## src/rtl/core/fxa_pkg.sv

```systemverilog
// ----------------------------------------------------------------------------
// fxa_pkg
// Shared types and codes for the signed Q fixed-point ALU pipeline.
// ----------------------------------------------------------------------------
package fxa_pkg;

  localparam int WORD_W = 32;
  localparam int OP_W   = 4;

  typedef enum logic [OP_W-1:0] {
    OP_ADD = 4'd0,
    OP_SUB = 4'd1,
    OP_MUL = 4'd2,
    OP_DIV = 4'd3,
    OP_INC = 4'd4,
    OP_DEC = 4'd5,
    OP_MIN = 4'd6,
    OP_MAX = 4'd7,
    OP_ITF = 4'd8,
    OP_FTI = 4'd9
  } fxa_op_e;

  // Per-item control and early result carried down the divider chain
  typedef struct packed {
    logic              is_div;
    logic              neg;
    logic              dz;
    logic              less;
    logic              equal;
    logic              greater;
    logic [WORD_W-1:0] result;
  } fxa_ctrl_t;

  typedef struct packed {
    logic [WORD_W-1:0] value;
    logic              less;
    logic              equal;
    logic              greater;
    logic              dz;
  } fxa_result_t;

endpackage

```

## src/rtl/core/fxa_front.sv

```systemverilog
// ----------------------------------------------------------------------------
// fxa_front
// Entry stage: decodes the operation, computes all non-divide results and the
// compare flags, and prepares operand magnitudes for the divider chain.
// ----------------------------------------------------------------------------
module fxa_front #(
  parameter int FRACTION_BITS = 8,
  parameter int DVD_W         = 40
) (
  input  logic                      clk_i,
  input  logic                      rst_ni,
  input  logic                      en_i,
  input  logic                      valid_i,
  input  logic [3:0]                operation_i,
  input  logic signed [31:0]        operand_a_i,
  input  logic signed [31:0]        operand_b_i,
  output logic                      valid_o,
  output fxa_pkg::fxa_ctrl_t        ctrl_o,
  output logic [31:0]               rem_o,
  output logic [DVD_W-1:0]          dvd_o,
  output logic [31:0]               dsr_o
);
  import fxa_pkg::*;

  logic signed [63:0] prod;
  logic [31:0]        mag_a;
  logic [31:0]        mag_b;
  fxa_ctrl_t          ctrl_d;
  logic [DVD_W-1:0]   dvd_d;

  logic               valid_q;
  fxa_ctrl_t          ctrl_q;
  logic [DVD_W-1:0]   dvd_q;
  logic [31:0]        dsr_q;

  always_comb begin
    prod  = operand_a_i * operand_b_i;
    mag_a = operand_a_i[31] ? (~operand_a_i + 32'd1) : operand_a_i;
    mag_b = operand_b_i[31] ? (~operand_b_i + 32'd1) : operand_b_i;
    dvd_d = {mag_a, {FRACTION_BITS{1'b0}}};

    ctrl_d         = '0;
    ctrl_d.less    = operand_a_i < operand_b_i;
    ctrl_d.equal   = operand_a_i == operand_b_i;
    ctrl_d.greater = operand_a_i > operand_b_i;
    ctrl_d.neg     = operand_a_i[31] ^ operand_b_i[31];

    case (fxa_op_e'(operation_i))
      OP_ADD: ctrl_d.result = operand_a_i + operand_b_i;
      OP_SUB: ctrl_d.result = operand_a_i - operand_b_i;
      OP_MUL: ctrl_d.result = prod[FRACTION_BITS +: 32];
      OP_DIV: begin
        ctrl_d.is_div = 1'b1;
        ctrl_d.dz     = operand_b_i == 32'sd0;
      end
      OP_INC: ctrl_d.result = operand_a_i + 32'sd1;
      OP_DEC: ctrl_d.result = operand_a_i - 32'sd1;
      OP_MIN: ctrl_d.result = (operand_a_i < operand_b_i) ? operand_a_i : operand_b_i;
      OP_MAX: ctrl_d.result = (operand_a_i > operand_b_i) ? operand_a_i : operand_b_i;
      OP_ITF: ctrl_d.result = operand_a_i << FRACTION_BITS;
      OP_FTI: ctrl_d.result = operand_a_i >>> FRACTION_BITS;
      default: ctrl_d.result = '0;
    endcase
  end

  always_ff @(posedge clk_i or negedge rst_ni) begin
    if (!rst_ni) begin
      valid_q <= 1'b0;
    end else if (en_i) begin
      valid_q <= valid_i;
    end
  end

  always_ff @(posedge clk_i) begin
    if (en_i) begin
      ctrl_q <= ctrl_d;
      dvd_q  <= dvd_d;
      dsr_q  <= mag_b;
    end
  end

  assign valid_o = valid_q;
  assign ctrl_o  = ctrl_q;
  assign rem_o   = '0;
  assign dvd_o   = dvd_q;
  assign dsr_o   = dsr_q;

endmodule

```

## config.mk

```make
export PLATFORM = sky130hd
export DESIGN_NAME = fxa_front
export DESIGN_NICKNAME = d
export VERILOG_FILES = /design/src/rtl/core/fxa_pkg.sv /design/src/rtl/core/fxa_front.sv
export SDC_FILE = /design/constraint.sdc
export NUM_CORES = 2
export LEC_CHECK = 0
export ABC_AREA = 1
export BUFFER_PORTS_ARGS = -buffer_cell sky130_fd_sc_hd__buf_2
export CORE_ASPECT_RATIO = 1.25
export CORE_UTILIZATION = 54
export DETAILED_ROUTE_END_ITERATION = 8
export PLACE_DENSITY = 0.72
export SETUP_SLACK_MARGIN = 0.4
export SLEW_MARGIN = 40
export SYNTH_ARGS = -nofsm -noshare
export SYNTH_HDL_FRONTEND = slang
export SYNTH_SLANG_ARGS = --single-unit
export TNS_END_PERCENT = 100
```

## constraint.sdc

```tcl
create_clock -name clk_i -period 1.6 [get_ports clk_i]
set_input_delay 0.32 -clock clk_i [delete_from_list [all_inputs] [get_ports clk_i]]
set_output_delay 0.32 -clock clk_i [all_outputs]
set_load 0.02 [all_outputs]
```

==> flow_summary.toml <==
[outcome]
violations = "negative setup slack"
status = "complete, but fails checks"

[drt]
first_iter_violations = 3994
wire_per_inst_um = 23.30
vias_per_cell = 5.623
top_layer = "met5"
met2_wirelength_um = 71560
drc = 0
drt_wl_total_um = 161000
drt_pass1_iterations = 9
vias = 38857
wl_met3_um = 17600
routedLengthMet1_um = 53050
ant_nets = 0

[clock_tree]
cts_buffer_depth = 2
numCtsBuffers = 9
clock_sinks = 103
cts_tree = "built"
cts_root_buf = "clkbuf_16"
cts.reportedPaths.clkPinSlew_ns = 0.10
clk_latency_ns = 0.39
htree_levels = 3

[placement]
portBuffers = 174
place_congestion = 1.108
place_hpwl_um = 126200
placed_area_sq_um = 46270

[worst_setup_path]
cp_slowest_stage_delay_ns = 0.58
r2r_cells = 1
crit_arrival_ns = 6.97
end_kind = "flop"
crit_slowest_cell = "fa_1"
crit_top_cell = "fa_1"
crit_fanout = 5
cp_top_family = "adder cells"
required_ns = 1.86
rrSetupSlack_ns = 0.85
timing.rr.start = "valid_o"
cp-start-kind = "primary input"
critical_path_buf_inv_count = 8
critPathKind = "in -> reg"
r2r-end = "valid_o"

[sta]
layout_min_cycle_time_ns = 6.715
hold-worst-slack_ns = 0.1686
fmax_mhz = 148.9
period_share_pct = 419.7
drv_slew = 0
fin_ws_ns = -5.115
rsz0062_at_grt = "yes"
timing.max_slew.rel_slack_pct = 35.16
fin_skew_ns = 0
worst_slew_pin_slew_ns = 0.9690
setup_viol = 90
finalHoldViolations = 0

[cells_and_area]
drive_above_1_share_pct = 30.83
area_delta_synth_final_pct = 37.59
final_area_sq_um = 50350
seq_area_sq_um = 3088
finalNetCount = 6993
multi_input_area_sq_um = 30300
fill_cells = 4797

[yosys]
netlist_top_cells_count = "1343 x inv_1, 1290 x nand2_1, 644 x fa_1"
netlist_area_sq_um = 36600
synthArstFlopShare_pct = 0.9709
synth_top_cell_by_area = "fa_1"
yosysSeqAreaShare_pct = 8.438
synth_most_common_cell = "inv_1"
synthTopCellsByArea = "fa_1 35%, inv_1 14%, nand2_1 13%, edfxtp_1 8.4%, ha_1 8.2%"
synth_cell_type_count = 60
syn_area_per_cell_sq_um = 7.273
synth_seq_cells = 103
netlist_instances = 5032
synth_ff_type = "edfxtp_1"
synth-edff-count = 102
ys_warn_count = 0
yosysTopAreaCellShare_pct = 35.23

[worst_hold_path]
hold-path-endpoint = "valid_o"
hp-class = "in -> reg"
whs_path_depth = 2
min_from = "valid_i"

[global_routing]
track_usage_pct = 44.44
grt.overflow.total = 0
grt_max_degree = 59
antenna_found_initial = 6
grt_pass1_wl_um = 226500
first_global_vias = 39204

[die]
die_area_sq_um = 68820
die_x_um = 234.8
num_rows = 106
io_pins = 215
coreArea_sq_um = 66980
initial_core_util_pct = 54.64
die_h_um = 293.1

[run]
drv_cap = 0
## cell type report
class	instances	area share [%]
Clock inverter	7	0.1715
Multi-Input combinational cell	3356	60.18
Antenna cell	3	0.01491
Clock buffer	9	0.4473
Tap cell	864	2.147
Timing Repair Buffer	1212	20.65
Inverter	1356	10.26
Sequential cell	103	6.133
## sequential cells by signal, summed over array words and instances, names as in the netlist
| name | cells |
|---|---|
| ctrl_o | 38 |
| dsr_o | 32 |
| dvd_o | 32 |
| valid_o | 1 |
## layout by cell type (no fill, tap or decap), types with 58 or more instances in the layout
cell      count
ha_1        165
buf_4       876
inv_2        83
buf_6       123
nor2_1      206
nand2_1    1185
nand3_1     122
inv_1      1258
ha_4         70
nand2_2      79
edfxtp_1    102
buf_2       114
o21ai_0     101
buf_12       62
fa_1        586
fa_2         58
a21oi_1     114
## metrics by stage
stage | setup TNS, ns | worst slack, ns | utilization, % | cells
floorplan | -148.35 | -4.776 | - | 5071
detailed placement | -241.93 | -6.030 | 69.08 | 6790
global placement | -239.33 | -5.922 | 69.08 | 6790
CTS | -174.56 | -4.976 | 72.45 | 6872
finish | -182.95 | -5.115 | 75.18 | 6910
global route | -188.86 | -5.272 | 75.18 | 6909
## worst max-delay path by stage
stage	startpoint	cells past startpoint	slack, ns	to
6_report	operand_a_i[13]	26	-5.11	ctrl_o[18]
5_1_grt	operand_a_i[6]	32	-5.27	ctrl_o[9]
4_1_cts	operand_a_i[7]	29	-4.98	ctrl_o[29]
3_5_place_dp	operand_a_i[11]	26	-6.03	ctrl_o[29]
3_3_place_gp	operand_a_i[11]	24	-5.92	ctrl_o[29]
2_1_floorplan	operand_a_i[10]	27	-4.78	ctrl_o[28]
## metal layers
metal | global-route usage, % | up-vias
met3 | 8.070 | 970
met1 | 51.03 | 18481
met5 | 0 | -
met2 | 72.79 | 2604
met4 | 36.92 | 4
li1 | - | 16798
## cell families after synthesis
group | after synthesis | share of synthesized area [%]
xor+xnor | 77 | 1.843
fa+ha+maj | 883 | 43.40
simple gates | 1884 | 21.38
other cells | 1 | 0.01025
compound gates | 471 | 7.597
flops | 103 | 8.438
mux | 1 | 0.03077
buf+inv | 1612 | 17.30
## what timing repair did
item                       4_1_cts  5_1_grt
hold buffers                     1        0
setup buffers                   63       31
setup endpoints to repair      202      200
hold endpoints to repair         1        0
cloned                           2        4
pin swaps                      131      156
resized for setup              393      377
Power is not shown: default switching activity piles up to over one toggle a cycle in this logic, so the estimate is an artifact.
