**config.mk**
```make
export PLATFORM = sky130hd
export DESIGN_NAME = fxa_div_cell
export DESIGN_NICKNAME = d
export VERILOG_FILES = /design/src/rtl/core/fxa_pkg.sv /design/src/rtl/core/fxa_div_cell.sv
export SDC_FILE = /design/constraint.sdc
export NUM_CORES = 1
export LEC_CHECK = 0
export BUFFER_PORTS_ARGS = -buffer_cell sky130_fd_sc_hd__buf_2
export CAP_MARGIN = 30
export CORE_MARGIN = 2
export CORE_UTILIZATION = 40
export DETAILED_ROUTE_END_ITERATION = 8
export PLACE_DENSITY = 0.8
export SLEW_MARGIN = 20
export SYNTH_ARGS = -nofsm -noshare
export SYNTH_HDL_FRONTEND = slang
export SYNTH_SLANG_ARGS = --single-unit
```
**constraint.sdc**
```tcl
create_clock -name clk_i -period 1 [get_ports clk_i]
set_clock_uncertainty 0.1 [all_clocks]
set_input_delay 0.2 -clock clk_i [delete_from_list [all_inputs] [get_ports clk_i]]
set_output_delay 0.2 -clock clk_i [all_outputs]
set_load 0.005 [all_outputs]
```
**src/rtl/core/fxa_pkg.sv**
```systemverilog
// ----------------------------------------------------------------------------
// fxa_pkg
// Shared types and codes for the signed Q fixed-point ALU pipeline.
// ----------------------------------------------------------------------------
package fxa_pkg;

  localparam int WORD_W = 32;
  localparam int OP_W   = 4;

  typedef enum logic [OP_W-1:0] {
    OP_ADD = 4'd0,
    OP_SUB = 4'd1,
    OP_MUL = 4'd2,
    OP_DIV = 4'd3,
    OP_INC = 4'd4,
    OP_DEC = 4'd5,
    OP_MIN = 4'd6,
    OP_MAX = 4'd7,
    OP_ITF = 4'd8,
    OP_FTI = 4'd9
  } fxa_op_e;

  // Per-item control and early result carried down the divider chain
  typedef struct packed {
    logic              is_div;
    logic              neg;
    logic              dz;
    logic              less;
    logic              equal;
    logic              greater;
    logic [WORD_W-1:0] result;
  } fxa_ctrl_t;

  typedef struct packed {
    logic [WORD_W-1:0] value;
    logic              less;
    logic              equal;
    logic              greater;
    logic              dz;
  } fxa_result_t;

endpackage

```
**src/rtl/core/fxa_div_cell.sv**
```systemverilog
// ----------------------------------------------------------------------------
// fxa_div_cell
// One restoring-division step: shifts in one dividend bit, retires one
// quotient bit, and hands the item on to the next cell.
// ----------------------------------------------------------------------------
module fxa_div_cell #(
  parameter int DVD_W = 40
) (
  input  logic                 clk_i,
  input  logic                 rst_ni,
  input  logic                 en_i,
  input  logic                 valid_i,
  input  fxa_pkg::fxa_ctrl_t   ctrl_i,
  input  logic [31:0]          rem_i,
  input  logic [DVD_W-1:0]     dvd_i,
  input  logic [31:0]          dsr_i,
  output logic                 valid_o,
  output fxa_pkg::fxa_ctrl_t   ctrl_o,
  output logic [31:0]          rem_o,
  output logic [DVD_W-1:0]     dvd_o,
  output logic [31:0]          dsr_o
);
  import fxa_pkg::*;

  logic [32:0]      trial;
  logic [32:0]      diff;
  logic             take;
  logic [31:0]      rem_d;
  logic [DVD_W-1:0] dvd_d;

  logic             valid_q;
  fxa_ctrl_t        ctrl_q;
  logic [31:0]      rem_q;
  logic [DVD_W-1:0] dvd_q;
  logic [31:0]      dsr_q;

  always_comb begin
    trial = {rem_i, dvd_i[DVD_W-1]};
    diff  = trial - {1'b0, dsr_i};
    take  = !diff[32];
    rem_d = take ? diff[31:0] : trial[31:0];
    // dividend bits leave at the top, quotient bits enter at the bottom
    dvd_d = {dvd_i[DVD_W-2:0], take};
  end

  always_ff @(posedge clk_i or negedge rst_ni) begin
    if (!rst_ni) begin
      valid_q <= 1'b0;
    end else if (en_i) begin
      valid_q <= valid_i;
    end
  end

  always_ff @(posedge clk_i) begin
    if (en_i) begin
      ctrl_q <= ctrl_i;
      rem_q  <= rem_d;
      dvd_q  <= dvd_d;
      dsr_q  <= dsr_i;
    end
  end

  assign valid_o = valid_q;
  assign ctrl_o  = ctrl_q;
  assign rem_o   = rem_q;
  assign dvd_o   = dvd_q;
  assign dsr_o   = dsr_q;

endmodule

```
==> qor.yml <==
postRouteWirelength_um: 24620
rsz0062_at_grt: "yes"
grt_max_degree: 41
fmax_ghz: 0.4191
status: "finished, violations left"
violations: "hold timing, setup timing"
top_layer_used: "met5"
met2_length_um: 13100
gp_congestion: 0.9103
crit_path_end_kind: "flop"
hold_viol: 3
nets: 1227
relSlewSlack: 0.7155
path_cells: "buf_2, inv_1, ha_1, a21oi_2, nand2_1, o211ai_1, a21oi_2, o21a_1, o211ai_4, inv_4, buf_12, mux2_4"
globalRouteOverflowTotal: 0
htree_levels: 4
clockBufferDepth: 2
finalPower_w: 0.01807
clkLatencyLatePin_ns: 0.42
crit_path_frequent_cell: "a21oi_2"
worstMarginPinSlew_ns: 0.4223
ys_ff_latch: 143
antenna_left: 0
leakagePower_nw: 5.291
synth_edf_count: 142
ioPinCount: 289
area_growth_pct: 72.51
avgSynthCellArea_um2: 13.40
vias: 6517
cts_hold_buf: 120
setup_viol: 176
die_y_um: 133.9
antenna_found_initial: 4
worst_setup_path_start_kind: "input pin"
place_inst: 1119
synthFlopType: "edfxtp_1"
fin_ws_ns: -1.386
yosysUniqueCellTypes: 51
maxSlewViolCount: 0
n_fill_cell: 1087
maxCapViolations: 0
io_buffers: 288
async_flop_share: 0.006993
slowest_delay_ns: 0.35
worstPathMaxFanout: 9
cellPowerDensity_nw_per_um2: 1551
min_period_ns: 2.386
cts_root_buf: "clkbuf_16"
drt_iter0_drc: 502
wl_per_cell_um: 19.19
drc: 0
cts.reportedPaths.clkPinSlew_ns: 0.07
cts_tree: "done"
rows: 47
dieArea_um2: 17940
drt-pass1-iter-count: 5
cp.required_ns: 1.07
synthesis.nets: 683
hold_path.class: "input pin to flop"
cp.arrival_ns: 2.45
fin_hold_ws_ns: -0.005490
ys.warnings.count: 0
grt.total_usage: 0.2624
ir_drop_uv: 1594
grt_pass1_vias: 6506
instances_no_fill: 1283
ys_seq_area_frac: 0.6351
cts_buffers: 17
met1_length_um: 8835
viasPerCell: 5.080
start_util: 0.4087
crit_type: "input pin to flop"
fp.dieW_um: 133.9
dr_wl_met3_um: 1689
fin_crit_sh: 2.386
netlist_area_um2: 6754
layout-drive-gt1-share: 0.4844
dp_hpwl_um: 15650
slowest_stage: "ha_1"
grt_pass1_wl_um: 35750
clock_sinks: 143
core_area_um2: 16520
syn-instance-count: 504
[critical path: cells and delay by family]
family,cells,cell delay (ns)
buffers and inverters,4,0.40
adder cells (fa/ha/maj),1,0.35
AO/OA/AOI/OAI,5,1.11
AND/OR/NAND/NOR,1,0.11
multiplexers,1,0.29
[logic make-up after synthesis]
| family | count (synthesis) | share of synthesized area |
|---|---|---|
| AOI/OAI and AO/OA | 120 | 0.1180 |
| xor gates and xnor gates | 24 | 0.03112 |
| adders and majority gates | 33 | 0.06224 |
| buffers and inverters | 57 | 0.03520 |
| DFF | 143 | 0.6350 |
| muxes | 19 | 0.04168 |
| and+or+nand+nor | 108 | 0.07670 |
[synth_stat cells, types with 3 or more instances]
| library cell | instances | area, um2 |
|---|---|---|
| o211ai_1 | 8 | 60.06 |
| nor2b_1 | 5 | 31.28 |
| clkbuf_1 | 11 | 41.29 |
| nand2_1 | 44 | 165.2 |
| nor3_1 | 4 | 20.02 |
| and3_1 | 6 | 37.54 |
| inv_1 | 41 | 153.9 |
| nand4_1 | 7 | 43.79 |
| a211oi_1 | 4 | 30.03 |
| nand3_1 | 11 | 55.05 |
| ha_1 | 32 | 400.4 |
| o21ai_0 | 24 | 120.1 |
| nor2_1 | 16 | 60.06 |
| nand2b_1 | 5 | 31.28 |
| a21oi_1 | 34 | 170.2 |
| mux2_4 | 18 | 270.3 |
| buf_6 | 3 | 33.78 |
| edfxtp_1 | 142 | 4264 |
| o21a_1 | 6 | 45.04 |
| xor2_1 | 10 | 87.58 |
| a21o_1 | 15 | 112.6 |
| o31ai_1 | 5 | 37.54 |
| o21bai_1 | 5 | 37.54 |
| and2_1 | 3 | 18.77 |
| xnor2_1 | 14 | 122.6 |
[per-layer routing]
| layer | up-vias | GRT usage |
|---|---|---|
| met5 | - | 0 |
| met4 | 2 | 0.1188 |
| met3 | 72 | 0.06160 |
| met2 | 304 | 0.4835 |
| met1 | 3156 | 0.2855 |
| li1 | 2983 | - |
[what timing repair did]
| action | 4_1_cts | 5_1_grt |
|---|---|---|
| pin swaps | 9 | 15 |
| hold endpoints to repair | 126 | 3 |
| setup buffers | 6 | 4 |
| resized for setup | 30 | 47 |
| setup endpoints to repair | 176 | 176 |
[metrics by stage]
stage	instance area, um2	setup slack [ns]	TNS (ns)	hold slack (ns)	utilization
2_1_floorplan	6849	-1.703	-53.20	-0.1956	-
3_3_place_gp	9497	-1.950	-64.78	-0.1252	0.5747
3_5_place_dp	9497	-2.028	-67.40	-0.1207	0.5747
4_1_cts	11430	-1.320	-73.85	-0.01489	0.6915
5_1_grt	11650	-1.452	-82.69	-0.007134	0.7051
6_report	11650	-1.386	-76.26	-0.005490	0.7051
[flip-flops by register name (all words and copies together), names as in the netlist]
name,flops
dsr_o,32
valid_o,1
dvd_o,40
ctrl_o,38
rem_o,32
[layout by cell type (no fill, tap or decap), types with 12 or more instances in the layout]
cell type and count:
inv_1 35, edfxtp_1 142, o21ai_0 12, nor2_1 15
buf_2 279, nand2_1 42, clkbuf_16 17, a21oi_1 25
dlygate4sd3_1 120, ha_1 24, xnor2_1 14, buf_4 121
a21o_1 15, mux2_4 18
[worst paths after layout]
| path | end | from | slack [ns] | cells past startpoint |
|---|---|---|---|---|
| setup / recovery | rem_o[31]$_DFFE_PP_ | dsr_i[5] | -1.39 | 12 |
| hold / removal | rem_o[21]$_DFFE_PP_ | rem_i[20] | -0.005 | 2 |
| setup reg to reg | valid_o$_DFFE_PN0P_ | valid_o$_DFFE_PN0P_ | 0.12 | 1 |
| hold reg to reg | valid_o$_DFFE_PN0P_ | valid_o$_DFFE_PN0P_ | 0.46 | 1 |
| max in group asynchronous | valid_o$_DFFE_PN0P_ | rst_ni | 0.17 | 3 |
| min in group asynchronous | valid_o$_DFFE_PN0P_ | rst_ni | 0.52 | 3 |
[cell type report]
class                           instances  area, um2  share of cell area
Antenna cell                            2      5.005           0.0004296
Clock buffer                           17      425.4             0.03651
Clock inverter                         15      126.4             0.01085
Inverter                               42      177.7             0.01525
Multi-Input combinational cell        304       2517              0.2161
Sequential cell                       143       4289              0.3681
Tap cell                              220      275.3             0.02363
Timing Repair Buffer                  540       3835              0.3291
[power breakdown]
group	switching (W)	internal [W]	leakage (nW)	total, W
clock	0.00277	0.00325	0.264	0.00602
sequential	0.000196	0.00730	1.40	0.00750
combinational	0.00211	0.00245	3.63	0.00455
Power figures use the tool's default switching activity.
