===== src/rtl/core/fxa_pkg.sv =====
// ----------------------------------------------------------------------------
// fxa_pkg
// Shared types and codes for the signed Q fixed-point ALU pipeline.
// ----------------------------------------------------------------------------
package fxa_pkg;

  localparam int WORD_W = 32;
  localparam int OP_W   = 4;

  typedef enum logic [OP_W-1:0] {
    OP_ADD = 4'd0,
    OP_SUB = 4'd1,
    OP_MUL = 4'd2,
    OP_DIV = 4'd3,
    OP_INC = 4'd4,
    OP_DEC = 4'd5,
    OP_MIN = 4'd6,
    OP_MAX = 4'd7,
    OP_ITF = 4'd8,
    OP_FTI = 4'd9
  } fxa_op_e;

  // Per-item control and early result carried down the divider chain
  typedef struct packed {
    logic              is_div;
    logic              neg;
    logic              dz;
    logic              less;
    logic              equal;
    logic              greater;
    logic [WORD_W-1:0] result;
  } fxa_ctrl_t;

  typedef struct packed {
    logic [WORD_W-1:0] value;
    logic              less;
    logic              equal;
    logic              greater;
    logic              dz;
  } fxa_result_t;

endpackage


===== src/rtl/core/fxa_out_if.sv =====
// ----------------------------------------------------------------------------
// fxa_out_if
// Output channel: raw result, compare flags and divide-by-zero, valid/ready.
// ----------------------------------------------------------------------------
interface fxa_out_if;
  logic               valid;
  logic               ready;
  logic signed [31:0] result_value;
  logic               a_less;
  logic               a_equal;
  logic               a_greater;
  logic               divide_by_zero;

  modport source (output valid, output result_value, output a_less, output a_equal,
                  output a_greater, output divide_by_zero, input ready);
  modport sink   (input valid, input result_value, input a_less, input a_equal,
                  input a_greater, input divide_by_zero, output ready);
endinterface


===== src/rtl/core/fxa_out_buf.sv =====
// ----------------------------------------------------------------------------
// fxa_out_buf
// Output register with a one-entry skid stage; ready toward the pipeline
// comes from a flop, so the sink's ready never reaches the input side.
// ----------------------------------------------------------------------------
module fxa_out_buf (
  input  logic                  clk_i,
  input  logic                  rst_ni,
  input  logic                  valid_i,
  input  fxa_pkg::fxa_result_t  data_i,
  output logic                  ready_o,
  fxa_out_if.source             out_o
);
  import fxa_pkg::*;

  logic        out_v_q;
  logic        skid_v_q;
  fxa_result_t out_q;
  fxa_result_t skid_q;
  logic        drain;
  logic        push;
  logic        to_skid;

  assign ready_o = !skid_v_q;
  assign drain   = out_o.ready && skid_v_q;
  assign push    = valid_i && !skid_v_q;
  assign to_skid = out_v_q && !out_o.ready;

  always_ff @(posedge clk_i or negedge rst_ni) begin
    if (!rst_ni) begin
      out_v_q  <= 1'b0;
      skid_v_q <= 1'b0;
    end else if (drain) begin
      out_v_q  <= 1'b1;
      skid_v_q <= 1'b0;
    end else if (push) begin
      if (to_skid) begin
        skid_v_q <= 1'b1;
      end else begin
        out_v_q <= 1'b1;
      end
    end else if (out_o.ready) begin
      out_v_q <= 1'b0;
    end
  end

  always_ff @(posedge clk_i) begin
    if (drain) begin
      out_q <= skid_q;
    end else if (push) begin
      if (to_skid) begin
        skid_q <= data_i;
      end else begin
        out_q <= data_i;
      end
    end
  end

  assign out_o.valid          = out_v_q;
  assign out_o.result_value   = out_q.value;
  assign out_o.a_less         = out_q.less;
  assign out_o.a_equal        = out_q.equal;
  assign out_o.a_greater      = out_q.greater;
  assign out_o.divide_by_zero = out_q.dz;

endmodule

===== src/flat_wrapper.sv =====
// flat-port wrapper written by rule: the top's interface ports become plain ports
module fxa_out_buf_flat import fxa_pkg::*;
  (clk_i, rst_ni, valid_i, data_i, ready_o, out_o_valid, out_o_result_value, out_o_a_less, out_o_a_equal, out_o_a_greater, out_o_divide_by_zero, out_o_ready);
  fxa_out_if out_o_i ();
  input  logic clk_i;
  input  logic rst_ni;
  input  logic valid_i;
  input  fxa_pkg::fxa_result_t data_i;
  output logic ready_o;
  output wire logic [$bits(out_o_i.valid)-1:0] out_o_valid;
  output wire logic [$bits(out_o_i.result_value)-1:0] out_o_result_value;
  output wire logic [$bits(out_o_i.a_less)-1:0] out_o_a_less;
  output wire logic [$bits(out_o_i.a_equal)-1:0] out_o_a_equal;
  output wire logic [$bits(out_o_i.a_greater)-1:0] out_o_a_greater;
  output wire logic [$bits(out_o_i.divide_by_zero)-1:0] out_o_divide_by_zero;
  input wire logic [$bits(out_o_i.ready)-1:0] out_o_ready;
  assign out_o_valid = out_o_i.valid;
  assign out_o_result_value = out_o_i.result_value;
  assign out_o_a_less = out_o_i.a_less;
  assign out_o_a_equal = out_o_i.a_equal;
  assign out_o_a_greater = out_o_i.a_greater;
  assign out_o_divide_by_zero = out_o_i.divide_by_zero;
  assign out_o_i.ready = out_o_ready;
  fxa_out_buf u_core (.clk_i(clk_i), .rst_ni(rst_ni), .valid_i(valid_i), .data_i(data_i), .ready_o(ready_o), .out_o(out_o_i));
endmodule

===== config.mk =====
export PLATFORM = sky130hd
export DESIGN_NAME = fxa_out_buf_flat
export DESIGN_NICKNAME = d
export VERILOG_FILES = /design/src/rtl/core/fxa_pkg.sv /design/src/rtl/core/fxa_out_if.sv /design/src/rtl/core/fxa_out_buf.sv /design/src/flat_wrapper.sv
export SDC_FILE = /design/constraint.sdc
export NUM_CORES = 1
export LEC_CHECK = 0
export BUFFER_PORTS_ARGS = -buffer_cell sky130_fd_sc_hd__buf_2
export CORE_MARGIN = 2
export CORE_UTILIZATION = 50
export DETAILED_ROUTE_END_ITERATION = 8
export GPL_TIMING_DRIVEN = 0
export HOLD_SLACK_MARGIN = 0.03
export PLACE_DENSITY = 0.77
export SKIP_CTS_REPAIR_TIMING = 1
export SYNTH_ARGS = -nofsm -noshare
export SYNTH_HDL_FRONTEND = slang
export SYNTH_SLANG_ARGS = --single-unit

===== constraint.sdc =====
create_clock -name clk_i -period 7 [get_ports clk_i]
set_clock_uncertainty 0.2 [all_clocks]
set_input_delay 1.05 -clock clk_i [delete_from_list [all_inputs] [get_ports clk_i]]
set_output_delay 1.05 -clock clk_i [all_outputs]
set_load 0.005 [all_outputs]

==> summary.txt <==
Post-Synthesis Cells - 123
post-synth design cell area - 0.00282 mm^2
initial antenna violation count - 0
# fillers - 441
Final Non-Filler Cells - 287
Critical Path RT - 5.75 ns
number of remaining DRC errors - 0
detailed placement HPWL - 3040 um
VDD IR max - 117 uV
share of cells above drive strength 1 - 61.4%
ANT nets after route - 0
Die X - 79.1 um
Tmin final - 2.22 ns
worst setup path class - flop to primary output
Die ar. - 0.00625 mm^2
All-Layer GR Usage - 15.6%
mux share of post-synthesis cell area - 18.3%
Pre-antenna DRT Iters - 4
PortBufs - 77
area growth from synthesis to layout - 23.4%
worst slew pin tran - 0.826 ns
clock insertion delay at the later pin of the skew report - 0.33 ns
CP peak stage delay - 0.46 ns
clk slew on worst S/H paths - 0.07 ns
Chip Height - 79.1 um
WL/cell - 15.5 um
# diodes - 0
Max-Cap Viols - 0
Num Clock Sinks - 74
mean area per synthesized cell - 22.9 um^2
period utilization - 31.7%
Final Hold Fails - 0
layout net count - 252
post-synthesis xor/xnor area fraction - 0%
RSZ-0062 raised after global routing - false
global placer's final weighted congestion - 0.722
slowest CP cell - dfrtp_1
Final setup viols - 0
Setup TNS - 0 ns
Core Rows - 27
Syn Nets - 163
grt ovf - 0
post-synth top area share - 76.7%
Distinct cells, synth - 12
Core ar. - 0.00547 mm^2
detailed-route via count - 1388
TritonCTS clock tree - yes
fmax - 450 MHz
global-route wire length before repair - 6890 um
largest family of logic cells by synthesized area - multiplexers
vias per std cell - 4.84
Max Slew Vio Count - 0
Hold WC Path Type - input pin to asynchronous set/reset pin
clock buffer depth - 2
leading area contributor after synthesis - edfxtp_1
top cells by area, synth - edfxtp_1 (77%), mux2_4 (15%), mux2_2 (2.8%)
crit-path cells - inv_1 -> buf_2
Slew headroom - 44.9%
I/O pin cnt - 78
Post-Synth Adder-Cell Area - 0%
sequential area share after synthesis - 78.5%
FF+latch count, synth - 74
crit path DAT - 0.97 ns
CP startpoint kind - flop
Initial Util - 51.5%
post-synthesis compound-gate area fraction - 0.488%
placed cells - 273
CTS Root Cell - clkbuf_8
pwr dens - 256 mW/mm^2
Synth Area in Simple Gates - 1.42%
Worst setup EP type - primary output
number of global-route vias before repair - 1366
initial DRC count - 74
status - finished, final reports clean
CTS Buf Count - 9
total leakage power - 1.44 nW
final wirelength - 4460 um
crit path max fanout - 6
H-Tree Depth - 3
largest net degree at the start of global routing - 37
Yosys warning total - 0
[state kept, by name (all words and copies together), names as in the netlist]
name / count
u_core.out_o.a_greater: 1
u_core.skid_v_q: 1
u_core.out_o.a_less: 1
u_core.out_o.divide_by_zero: 1
u_core.out_o.a_equal: 1
u_core.out_o.result_value: 32
u_core.skid_q: 36
u_core.out_o.valid: 1
[routing by layer]
metal	vias to the layer above	GRT usage, %	share of wire (%)	routed length [um]
li1	661	-	-	-
met1	670	19.2	43	1910
met2	46	24.2	49	2200
met3	11	4.55	5.3	235
met4	0	10.3	2.7	121
met5	-	0	0	0
[kinds of logic after synthesis]
group / count (synthesis)
muxes: 36
buffers and inverters: 4
AOI/OAI and AO/OA: 2
DFF: 74
and+or+nand+nor: 7
[cell usage in the layout (no fill, tap or decap)]
| master | n |
|---|---|
| inv_1 | 1 |
| buf_16 | 1 |
| clkbuf_8 | 9 |
| buf_6 | 3 |
| o22a_2 | 1 |
| dfrtp_1 | 2 |
| clkinv_2 | 2 |
| clkinvlp_4 | 1 |
| nand2b_1 | 2 |
| clkbuf_1 | 1 |
| nor2_1 | 2 |
| clkinv_1 | 1 |
| edfxtp_1 | 72 |
| buf_2 | 77 |
| nor2_4 | 1 |
| nand2_4 | 1 |
| a21oi_1 | 1 |
| mux2_2 | 7 |
| mux2_4 | 29 |
| nand3_1 | 1 |
[final timing paths]
path	from	endpoint	slack, ns	cells past startpoint
hold reg to reg	u_core.skid_q[18]$_DFFE_PP_	u_core.out_o.result_value[14]$_DFFE_PP_	0.35	1
max in group asynchronous	rst_ni	u_core.out_o.valid$_DFFE_PN0P_	6.21	1
setup / recovery	u_core.skid_v_q$_DFFE_PN0P_	ready_o	4.78	2
min in group clk_i	u_core.skid_q[18]$_DFFE_PP_	u_core.out_o.result_value[14]$_DFFE_PP_	0.35	1
hold / removal	rst_ni	u_core.out_o.valid$_DFFE_PN0P_	0.29	1
setup reg to reg	u_core.skid_v_q$_DFFE_PN0P_	u_core.out_o.result_value[13]$_DFFE_PP_	5.13	2
[worst max-delay path: cells and delay by family, from the launching register on]
kind	cells	cell delay (ns)
buffers and inverters	2	0.18
DFF	1	0.46
[through the flow]
| stage | power, W | hold slack (ns) | instance area, um^2 | utilization [%] | setup WS, ns |
|---|---|---|---|---|---|
| final | 0.000890 | 0.294 | 3480 | 63.6 | 4.78 |
| after global routing | 0.000927 | 0.282 | 3480 | 63.6 | 4.74 |
| after CTS | 0.000903 | 0.273 | 3480 | 63.6 | 4.76 |
| after detailed placement | 0.000639 | 0.333 | 3330 | 60.8 | 4.44 |
| after global placement | 0.000633 | 0.330 | 3290 | 60.2 | 2.80 |
| after floorplan | 0.000592 | 0.325 | 2820 | - | 3.64 |
[power breakdown]
group / leakage, nW / internal (W) / switching, W / total [W]
Clock: 0.0754 / 0.000122 / 0.000141 / 0.000263
Combinational: 0.661 / 0.0000496 / 0.0000432 / 0.0000928
Sequential: 0.701 / 0.000525 / 0.00000841 / 0.000534
Total: 1.44 / 0.000697 / 0.000192 / 0.000890
[synth_stat cells, drive strengths merged]
| cell type | count |
|---|---|
| nor2 | 3 |
| buf | 3 |
| o22a | 1 |
| nand3 | 1 |
| a21oi | 1 |
| edfxtp | 72 |
| mux2 | 36 |
| inv | 1 |
| nand2 | 1 |
| dfrtp | 2 |
| nand2b | 2 |
[layout make-up]
cell class / instances / area [um^2] / area share [%]
flip-flops and latches: 74 / 2210 / 63.6
multi-input cells: 45 / 577 / 16.6
repair buffers: 78 / 413 / 11.9
clock buffers: 10 / 128 / 3.67
well taps: 72 / 90.1 / 2.59
plain buffers: 3 / 33.8 / 0.971
clock inverters: 4 / 21.3 / 0.612
inverters: 1 / 3.75 / 0.108
No activity file was read; power rests on OpenSTA's default activity.
